==> config.mk <==
export PLATFORM = sky130hd
export DESIGN_NAME = allocation_bitmap_engine_core
export DESIGN_NICKNAME = d
export VERILOG_FILES = /design/src/rtl/abe_pkg.sv /design/src/rtl/allocation_bitmap_engine_core.sv
export SDC_FILE = /design/constraint.sdc
export NUM_CORES = 2
export LEC_CHECK = 0
export ABC_AREA = 0
export BUFFER_PORTS_ARGS = -buffer_cell sky130_fd_sc_hd__buf_2
export CORE_MARGIN = 4
export CORE_UTILIZATION = 56
export CTS_CLUSTER_DIAMETER = 200
export DETAILED_ROUTE_END_ITERATION = 6
export GPL_TIMING_DRIVEN = 0
export PLACE_DENSITY = 0.71
export SLEW_MARGIN = 20
export SYNTH_ARGS = -nofsm -noshare
export SYNTH_HDL_FRONTEND = slang
export SYNTH_SLANG_ARGS = --single-unit
export TNS_END_PERCENT = 100
==> constraint.sdc <==
create_clock -name clk -period 8.1 [get_ports clk]
set_input_delay 0.405 -clock clk [delete_from_list [all_inputs] [get_ports clk]]
set_output_delay 0.405 -clock clk [all_outputs]
set_load 0.02 [all_outputs]
==> src/rtl/abe_pkg.sv <==
`timescale 1ns / 1ps
// ----------------------------------------------------------------------------
// abe_pkg
// Shared types and constants of the allocation bitmap engine.
// ----------------------------------------------------------------------------
package abe_pkg;

  localparam int NUM_BITS  = 1024;
  localparam int WORD_W    = 32;
  localparam int NUM_WORDS = NUM_BITS / WORD_W;
  localparam int WADDR_W   = $clog2(NUM_WORDS);
  localparam int BIT_W     = $clog2(WORD_W);
  localparam int IDX_W     = 10;
  localparam int LEN_W     = 11;
  localparam int OP_W      = 3;
  localparam int CNT_W     = 11;
  localparam int DATA_W    = 32;
  localparam int ADDR_W    = 3;

  localparam logic [ADDR_W-1:0] REG_ACTIVE_ENTRIES = 3'd0;
  localparam logic [CNT_W-1:0]  ACTIVE_RESET       = 11'd1024;
  localparam logic [CNT_W-1:0]  NUM_BITS_CNT       = 11'd1024;

  typedef enum logic [OP_W-1:0] {
    OP_MARK         = 3'd0,
    OP_UNMARK       = 3'd1,
    OP_MARK_RANGE   = 3'd2,
    OP_UNMARK_RANGE = 3'd3,
    OP_TEST         = 3'd4,
    OP_FIND_FREE    = 3'd5,
    OP_FIND_RANGE   = 3'd6,
    OP_NONE         = 3'd7
  } op_t;

  typedef enum logic [2:0] {
    ST_IDLE = 3'b001,
    ST_RUN  = 3'b010,
    ST_FIN  = 3'b100
  } state_t;

endpackage

==> src/rtl/allocation_bitmap_engine_core.sv <==
`timescale 1ns / 1ps
// ----------------------------------------------------------------------------
// allocation_bitmap_engine_core
// First-fit bitmap allocator over a word-wide map memory with per-word
// valid bits; marks, ranges, tests and free-bit / free-run searches.
// ----------------------------------------------------------------------------
//  channel | direction | handshake          | payload
//  in_     | input     | in_valid/in_stall  | in_op, in_index, in_length
//  out_    | output    | out_valid/out_stall| out_found, out_result_index,
//          |           |                    | out_bit_set, out_error
//  cfg     | input     | psel/penable/pready| paddr, pwdata, prdata
//
// An item visits one map word per cycle, as the memory port allows, and a full
// scan covers all 32 words.
// Errors and no-op ranges go straight to the finish state without a map read.
// After reset every word reads as all ones through its valid bit; no sweep.
// in_stall is high while an item is in work; one finished result may wait.
// ----------------------------------------------------------------------------
module allocation_bitmap_engine_core
  import abe_pkg::*;
(
  input  logic              clk,
  input  logic              rst_n,
  input  logic              in_valid,
  output logic              in_stall,
  input  logic [OP_W-1:0]   in_op,
  input  logic [IDX_W-1:0]  in_index,
  input  logic [LEN_W-1:0]  in_length,
  output logic              out_valid,
  input  logic              out_stall,
  output logic              out_found,
  output logic [IDX_W-1:0]  out_result_index,
  output logic              out_bit_set,
  output logic              out_error,
  input  logic              psel,
  input  logic              penable,
  input  logic              pwrite,
  input  logic [ADDR_W-1:0] paddr,
  input  logic [DATA_W-1:0] pwdata,
  output logic [DATA_W-1:0] prdata,
  output logic              pready
);

  // map memory and valid bits
  logic [WORD_W-1:0]    mem [NUM_WORDS];
  logic [NUM_WORDS-1:0] vld_r, vld_nxt;
  logic [WORD_W-1:0]    rdata_r;
  logic                 rvld_r;
  logic                 rd_en;
  logic [WADDR_W-1:0]   rd_addr;
  logic                 wr_en;
  logic [WORD_W-1:0]    wdata;

  state_t             state_r, state_nxt;
  logic [CNT_W-1:0]   active_r;
  op_t                op_r, op_nxt;
  logic [IDX_W-1:0]   idx_r, idx_nxt;
  logic [LEN_W-1:0]   len_r, len_nxt;
  logic [CNT_W-1:0]   n_r, n_nxt;
  logic [IDX_W-1:0]   end_r, end_nxt;
  logic [WADDR_W-1:0] word_r, word_nxt;
  logic [WADDR_W-1:0] last_r, last_nxt;
  logic [CNT_W-1:0]   run_r, run_nxt;
  logic               found_r, found_nxt;
  logic [IDX_W-1:0]   res_r, res_nxt;
  logic               bset_r, bset_nxt;
  logic               err_r, err_nxt;
  logic               out_valid_r;
  logic               out_found_r, out_bset_r, out_err_r;
  logic [IDX_W-1:0]   out_res_r;

  logic               in_xfer;
  logic               cfg_wr;
  logic [CNT_W-1:0]   n_in;
  logic [LEN_W:0]     range_end;
  logic [LEN_W:0]     end_cap;

  // per-word processing
  logic [WORD_W-1:0]  d;
  logic [WORD_W-1:0]  wmask;
  logic [WORD_W-1:0]  occ;
  logic [WORD_W-1:0]  hit;
  logic [WORD_W-1:0]  zfree;
  logic [IDX_W-1:0]   p;
  logic [BIT_W:0]     lastone;
  logic [CNT_W-1:0]   run_j;
  logic [CNT_W-1:0]   run_top;
  logic               any_hit, any_free;
  logic [BIT_W-1:0]   hit_pos, free_pos;
  logic [CNT_W-1:0]   hit_end;
  logic               is_write;

  assign in_xfer  = in_valid && !in_stall;
  assign in_stall = (state_r != ST_IDLE);
  assign pready   = 1'b1;
  assign cfg_wr   = psel && penable && pwrite && pready;
  assign prdata   = (paddr == REG_ACTIVE_ENTRIES) ? {{(DATA_W-CNT_W){1'b0}}, active_r}
                                                  : '0;

  assign out_valid        = out_valid_r;
  assign out_found        = out_found_r;
  assign out_result_index = out_res_r;
  assign out_bit_set      = out_bset_r;
  assign out_error        = out_err_r;

  // configuration register
  always_ff @(posedge clk) begin
    if (!rst_n) begin
      active_r <= ACTIVE_RESET;
    end else if (cfg_wr && paddr == REG_ACTIVE_ENTRIES) begin
      active_r <= pwdata[CNT_W-1:0];
    end
  end

  assign n_in      = (active_r > NUM_BITS_CNT) ? NUM_BITS_CNT : active_r;
  assign range_end = {2'b00, in_index} + {1'b0, in_length} - 12'd1;
  assign end_cap   = (range_end >= {1'b0, n_in}) ? ({1'b0, n_in} - 12'd1) : range_end;

  // per-word bit logic for the word in rdata
  always_comb begin
    d       = rvld_r ? rdata_r : '1;
    wmask   = '0;
    occ     = '0;
    zfree   = '0;
    hit     = '0;
    run_top = '0;
    for (int j = 0; j < WORD_W; j++) begin
      p        = {word_r, j[BIT_W-1:0]};
      wmask[j] = (p >= idx_r) && (p <= end_r);
      occ[j]   = d[j] || ({1'b0, p} >= n_r);
      zfree[j] = !occ[j];
    end
    for (int j = 0; j < WORD_W; j++) begin
      lastone = '0;
      for (int k = 0; k < WORD_W; k++) begin
        if (k <= j && occ[k]) lastone = (BIT_W+1)'(k + 1);
      end
      if (lastone == '0) run_j = run_r + CNT_W'(j + 1);
      else               run_j = CNT_W'(j + 1) - {{(CNT_W-BIT_W-1){1'b0}}, lastone};
      hit[j] = (run_j >= len_r);
      if (j == WORD_W - 1) run_top = run_j;
    end
  end

  // first hit and first free bit
  always_comb begin
    any_hit  = |hit;
    any_free = |zfree;
    hit_pos  = '0;
    free_pos = '0;
    for (int j = WORD_W - 1; j >= 0; j--) begin
      if (hit[j])   hit_pos  = j[BIT_W-1:0];
      if (zfree[j]) free_pos = j[BIT_W-1:0];
    end
    hit_end  = {1'b0, word_r, hit_pos} + 11'd1 - len_r;
  end

  assign is_write = (op_r == OP_MARK) || (op_r == OP_UNMARK) ||
                    (op_r == OP_MARK_RANGE) || (op_r == OP_UNMARK_RANGE);

  // sequencer
  always_comb begin
    state_nxt = state_r;
    op_nxt    = op_r;
    idx_nxt   = idx_r;
    len_nxt   = len_r;
    n_nxt     = n_r;
    end_nxt   = end_r;
    word_nxt  = word_r;
    last_nxt  = last_r;
    run_nxt   = run_r;
    found_nxt = found_r;
    res_nxt   = res_r;
    bset_nxt  = bset_r;
    err_nxt   = err_r;
    rd_en     = 1'b0;
    rd_addr   = word_r;
    wr_en     = 1'b0;
    wdata     = d;
    unique case (state_r)
      ST_IDLE: begin
        if (in_xfer) begin
          op_nxt    = op_t'(in_op);
          idx_nxt   = in_index;
          n_nxt     = n_in;
          run_nxt   = '0;
          found_nxt = 1'b0;
          res_nxt   = '0;
          bset_nxt  = 1'b0;
          err_nxt   = 1'b0;
          end_nxt   = end_cap[IDX_W-1:0];
          len_nxt   = in_length;
          word_nxt  = in_index[IDX_W-1:BIT_W];
          last_nxt  = end_cap[IDX_W-1:BIT_W];
          state_nxt = ST_RUN;
          rd_en     = 1'b1;
          rd_addr   = in_index[IDX_W-1:BIT_W];
          unique case (op_t'(in_op))
            OP_MARK, OP_UNMARK, OP_TEST: begin
              len_nxt  = 11'd1;
              end_nxt  = in_index;
              last_nxt = in_index[IDX_W-1:BIT_W];
              if ({1'b0, in_index} >= n_in) begin
                state_nxt = ST_FIN;
                rd_en     = 1'b0;
              end
            end
            OP_MARK_RANGE, OP_UNMARK_RANGE: begin
              if (in_length == '0 || {1'b0, in_index} >= n_in) begin
                state_nxt = ST_FIN;
                rd_en     = 1'b0;
              end
            end
            OP_FIND_FREE, OP_FIND_RANGE: begin
              word_nxt = '0;
              rd_addr  = '0;
              last_nxt = n_in[IDX_W-1:BIT_W] - WADDR_W'(n_in[BIT_W-1:0] == '0);
              if (op_t'(in_op) == OP_FIND_RANGE &&
                  (in_length == '0 || in_length >= n_in)) begin
                err_nxt   = 1'b1;
                state_nxt = ST_FIN;
                rd_en     = 1'b0;
              end else if (n_in == '0) begin
                state_nxt = ST_FIN;
                rd_en     = 1'b0;
              end
            end
            default: begin
              state_nxt = ST_FIN;
              rd_en     = 1'b0;
            end
          endcase
        end
      end
      ST_RUN: begin
        priority if (is_write) begin
          wr_en = 1'b1;
          if (op_r == OP_MARK || op_r == OP_MARK_RANGE) wdata = d | wmask;
          else                                          wdata = d & ~wmask;
          if (word_r == last_r) state_nxt = ST_FIN;
        end else if (op_r == OP_TEST) begin
          bset_nxt  = d[idx_r[BIT_W-1:0]];
          state_nxt = ST_FIN;
        end else if (op_r == OP_FIND_FREE) begin
          if (any_free) begin
            found_nxt = 1'b1;
            res_nxt   = {word_r, free_pos};
            state_nxt = ST_FIN;
          end else if (word_r == last_r) begin
            state_nxt = ST_FIN;
          end
        end else begin
          run_nxt = run_top;
          if (any_hit) begin
            found_nxt = 1'b1;
            res_nxt   = hit_end[IDX_W-1:0];
            state_nxt = ST_FIN;
          end else if (word_r == last_r) begin
            state_nxt = ST_FIN;
          end
        end
        if (state_nxt == ST_RUN) begin
          word_nxt = word_r + 1'b1;
          rd_en    = 1'b1;
          rd_addr  = word_r + 1'b1;
        end
      end
      ST_FIN: begin
        if (!out_valid_r || !out_stall) state_nxt = ST_IDLE;
      end
      default: state_nxt = ST_IDLE;
    endcase
  end

  // memory port: one read, one write per cycle
  always_ff @(posedge clk) begin
    if (wr_en) mem[word_r] <= wdata;
    if (rd_en) begin
      rdata_r <= mem[rd_addr];
      rvld_r  <= vld_nxt[rd_addr] && vld_r[rd_addr];
    end
  end

  always_comb begin
    vld_nxt = vld_r;
    if (wr_en) vld_nxt[word_r] = 1'b1;
  end

  // control state
  always_ff @(posedge clk) begin
    if (!rst_n) begin
      state_r     <= ST_IDLE;
      vld_r       <= '0;
      out_valid_r <= 1'b0;
    end else begin
      state_r <= state_nxt;
      vld_r   <= vld_nxt;
      if (state_r == ST_FIN && (!out_valid_r || !out_stall)) out_valid_r <= 1'b1;
      else if (!out_stall)                                   out_valid_r <= 1'b0;
    end
  end

  // item and result registers
  always_ff @(posedge clk) begin
    op_r    <= op_nxt;
    idx_r   <= idx_nxt;
    len_r   <= len_nxt;
    n_r     <= n_nxt;
    end_r   <= end_nxt;
    word_r  <= word_nxt;
    last_r  <= last_nxt;
    run_r   <= run_nxt;
    found_r <= found_nxt;
    res_r   <= res_nxt;
    bset_r  <= bset_nxt;
    err_r   <= err_nxt;
    if (state_r == ST_FIN && (!out_valid_r || !out_stall)) begin
      out_found_r <= found_r;
      out_res_r   <= res_r;
      out_bset_r  <= bset_r;
      out_err_r   <= err_r;
    end
  end

`ifndef SYNTHESIS
  a_state_onehot: assert property (@(posedge clk) disable iff (!rst_n) $onehot(state_r))
    else $error("sequencer state not one-hot");
  a_accept_starts: assert property (@(posedge clk) disable iff (!rst_n)
    in_xfer |=> state_r != ST_IDLE)
    else $error("accepted transfer did not start work");
  a_write_in_run: assert property (@(posedge clk) disable iff (!rst_n)
    wr_en |-> state_r == ST_RUN)
    else $error("map write outside of run");
`endif

endmodule

==> impl_metrics.py <==
metrics = {
    "clocking": {
        "worstSkewPairLatency_ns": 0.74,
        "clock-sinks": 1196,
        "cts_buffer_depth": 3,
        "path_clk_slew_ns": 0.06,
        "cts_htree_levels": 3,
        "cts_tree": "yes",
        "cts_buffers": 116,
        "root_buffer": "clkbuf_16",
    },
    "floorplanning": {
        "die_w_um": 353.4,
        "num_rows": 126,
        "core_area_sq_mm": 0.1182,
        "fp.dieArea_sq_mm": 0.1249,
        "ios": 114,
        "fp.dieH_um": 353.4,
        "start_util_pct": 56.51,
    },
    "setup_path": {
        "ff2ff_path_depth": 39,
        "r2r_slack_ns": -1.33,
        "path_max_fanout": 10,
        "cp.required_ns": 8.66,
        "cpPeakStageDelay_ns": 0.78,
        "reg2reg_to": "res_r[9]$_SDFFCE_PN0P_",
        "cp_slowest_cell": "xnor2_1",
        "r2r-start": "run_r[1]$_SDFFCE_PN0P_",
        "worstSetupStartpointType": "register",
        "crit_arrival_ns": 9.99,
        "end_kind": "register",
        "crit_type": "register to register",
    },
    "run_status": {
        "violations": "antenna violations, negative setup slack",
        "status": "complete, but fails checks",
    },
    "flow_run": {
        "cap_violations": 0,
    },
    "synth": {
        "synth_edf_count": 1144,
        "synth_area_leaders": "edfxtp_1, ha_1, mux4_2",
        "ys_ff_latch": 1196,
        "ys_top_cells_by_count": "edfxtp_1, ha_1, nand2_1",
        "async_reset_ff_share_pct": 0,
        "synthCells": 5468,
        "synth_warnings": 0,
        "ys_seq_area_share_pct": 52.97,
        "synthFlopType": "edfxtp_1",
        "synth.top_cell.area_share_pct": 51.41,
        "avgSynthCellArea_sq_um": 12.22,
        "ys_types": 106,
        "synth_most_common_cell": "edfxtp_1",
        "synth_top_cell_by_area": "edfxtp_1",
        "syn_area_sq_mm": 0.06682,
    },
    "sta": {
        "rsz0062_at_grt": "yes",
        "fin_skew_ns": 0.05496,
        "setup_viol": 42,
        "hold_viol_final": 0,
        "max_slew.worst_pin.slew_ns": 1.336,
        "slew_headroom_pct": 10.27,
        "fin_ws_ns": -1.330,
        "fmax_ghz": 0.1060,
        "slew_violations": 0,
        "tns_ns": -38.61,
        "finalCriticalPeriod_ns": 9.430,
        "finalCritPeriodShare_pct": 116.4,
    },
    "placed_design": {
        "gp_congestion": 1.062,
        "hpwl_um": 165700,
        "postPlaceCellArea_sq_mm": 0.07215,
        "io_buffer_count": 69,
    },
    "grt": {
        "track_usage_pct": 36.77,
        "grt_max_degree": 38,
        "overflow": 0,
        "grt_pass1_vias": 50110,
        "antenna_found_initial": 3,
        "grt_first_pass_wirelength_um": 337000,
    },
    "worst_hold_path": {
        "min_path_type": "input port to register",
        "min_delay_path_depth": 3,
        "hp-start": "in_length[0]",
        "whs_endpoint": "len_r[0]$_SDFFCE_PN1P_",
    },
    "route": {
        "drc_errors": 0,
        "wire_per_inst_um": 31.69,
        "routed_wl_um": 240400,
        "firstDrtPassIters": 7,
        "via_per_inst": 6.798,
        "vias": 51580,
        "drtIter0Drc": 6594,
        "ant_nets": 1,
    },
    "final_layout": {
        "final_nets": 6518,
        "final_cell_area_sq_mm": 0.08043,
        "drive_above_1_share_pct": 21.63,
        "syn2layout_area_growth_pct": 20.36,
    },
    "power_and_ir_drop": {
        "irDropWorstVdd_v": 0.0002409,
        "powerDensity_mw_per_mm2": 271.4,
        "p_leak_nw": 29.34,
    },
}
## layout make-up
class,count,area (sq um)
Antenna cell,9,22.52
Buffer,283,2082
Clock buffer,143,3055
Clock inverter,73,805.8
Fill cell,8113,37810
Inverter,180,696.9
Multi-Input combinational cell,3822,32330
Sequential cell,1196,35410
Tap cell,1536,1922
Timing Repair Buffer,346,4104
## registers in the layout, indices dropped and copies added, names as in the netlist, 11 cells and up
name / cells
n_r: 11
active_r: 11
vld_r: 32
run_r: 11
rdata_r: 32
len_r: 11
mem: 1024
## metrics by stage
stage | power, W | hold WS, ns | instances | util [%] | setup WS, ns
after floorplan | 0.01203 | 0.4003 | 5488 | - | -0.1180
after global placement | 0.01434 | 0.4010 | 7093 | 58.63 | -4.483
after detailed placement | 0.01469 | 0.4056 | 7187 | 61.02 | -4.540
after CTS | 0.02073 | 0.006820 | 7513 | 66.11 | -1.465
after global routing | 0.02255 | 0.02905 | 7579 | 68.00 | -1.632
final | 0.02183 | 0.05505 | 7588 | 68.02 | -1.330
## how the worst max path moves through the flow
stage / start / endpoint / slack (ns)
detailed placement: word_r[2]$_DFF_P_ / rdata_r[15]$_DFFE_PP_ / -4.54
global route: n_r[8]$_DFFE_PP_ / res_r[9]$_SDFFCE_PN0P_ / -1.63
finish: run_r[1]$_SDFFCE_PN0P_ / res_r[9]$_SDFFCE_PN0P_ / -1.33
CTS: n_r[6]$_DFFE_PP_ / res_r[9]$_SDFFCE_PN0P_ / -1.46
global placement: word_r[1]$_DFF_P_ / rdata_r[15]$_DFFE_PP_ / -4.48
floorplan: word_r[1]$_DFF_P_ / rdata_r[10]$_DFFE_PP_ / -0.12
## layout by cell type (no fill, tap or decap), types with 71 or more instances in the layout
cell	instances
inv_1	154
buf_12	71
a21oi_1	382
buf_2	84
buf_4	181
clkbuf_1	131
nand2_1	460
xor2_1	85
ha_1	495
o21ai_0	154
o21a_1	75
edfxtp_1	1144
nand3_1	107
xnor2_1	170
mux4_2	205
mux2i_1	95
nor2_1	375
clkbuf_16	120
## power breakdown
| part | leakage [nW] | switching (W) | internal [W] |
|---|---|---|---|
| Clock | 1.88 | 0.00239 | 0.00308 |
| Combinational | 16.8 | 0.00532 | 0.00364 |
| Sequential | 10.6 | 0.000175 | 0.00722 |
| Total | 29.3 | 0.00788 | 0.0139 |
## cells by family (layout without fill, tap and decap cells)
logic type | after synthesis | after routing | share of synthesized area [%]
AO/OA/AOI/OAI | 1212 | 1212 | 11.72
XOR/XNOR | 260 | 260 | 3.408
adder cells (fa/ha/maj) | 508 | 508 | 9.531
buffers and inverters | 470 | 1025 | 3.071
flip-flops | 1196 | 1196 | 52.97
multiplexers | 338 | 338 | 8.939
other | 2 | 31 | 0.01124
AND/OR/NAND/NOR | 1482 | 1482 | 10.35
## routing by layer
metal  vias to the layer above  track usage (%)  routed length, um
li1                      21880                -                  -
met1                     25100            45.17              83610
met2                      3585            59.61             111600
met3                      1014            7.331              24820
met4                         0            23.96              20370
met5                         -                0                  0
## critical path: cells and delay by family (launching register included)
kind,cells,cell delay [ns]
compound gates,18,3.09
buf+inv,8,2.22
simple gates,6,1.26
fa+ha+maj,5,1.23
xor+xnor,2,0.91
flops,1,0.55
## timing repair
item / CTS / global route
setup endpoints to repair: 94 / 79
hold buffers: 19 / 0
setup buffers: 95 / 68
hold endpoints to repair: 19 / 0
cloned: 0 / 3
gates resized for setup: 305 / 379
pin swaps: 75 / 103
(Power assumes the default switching activity.)
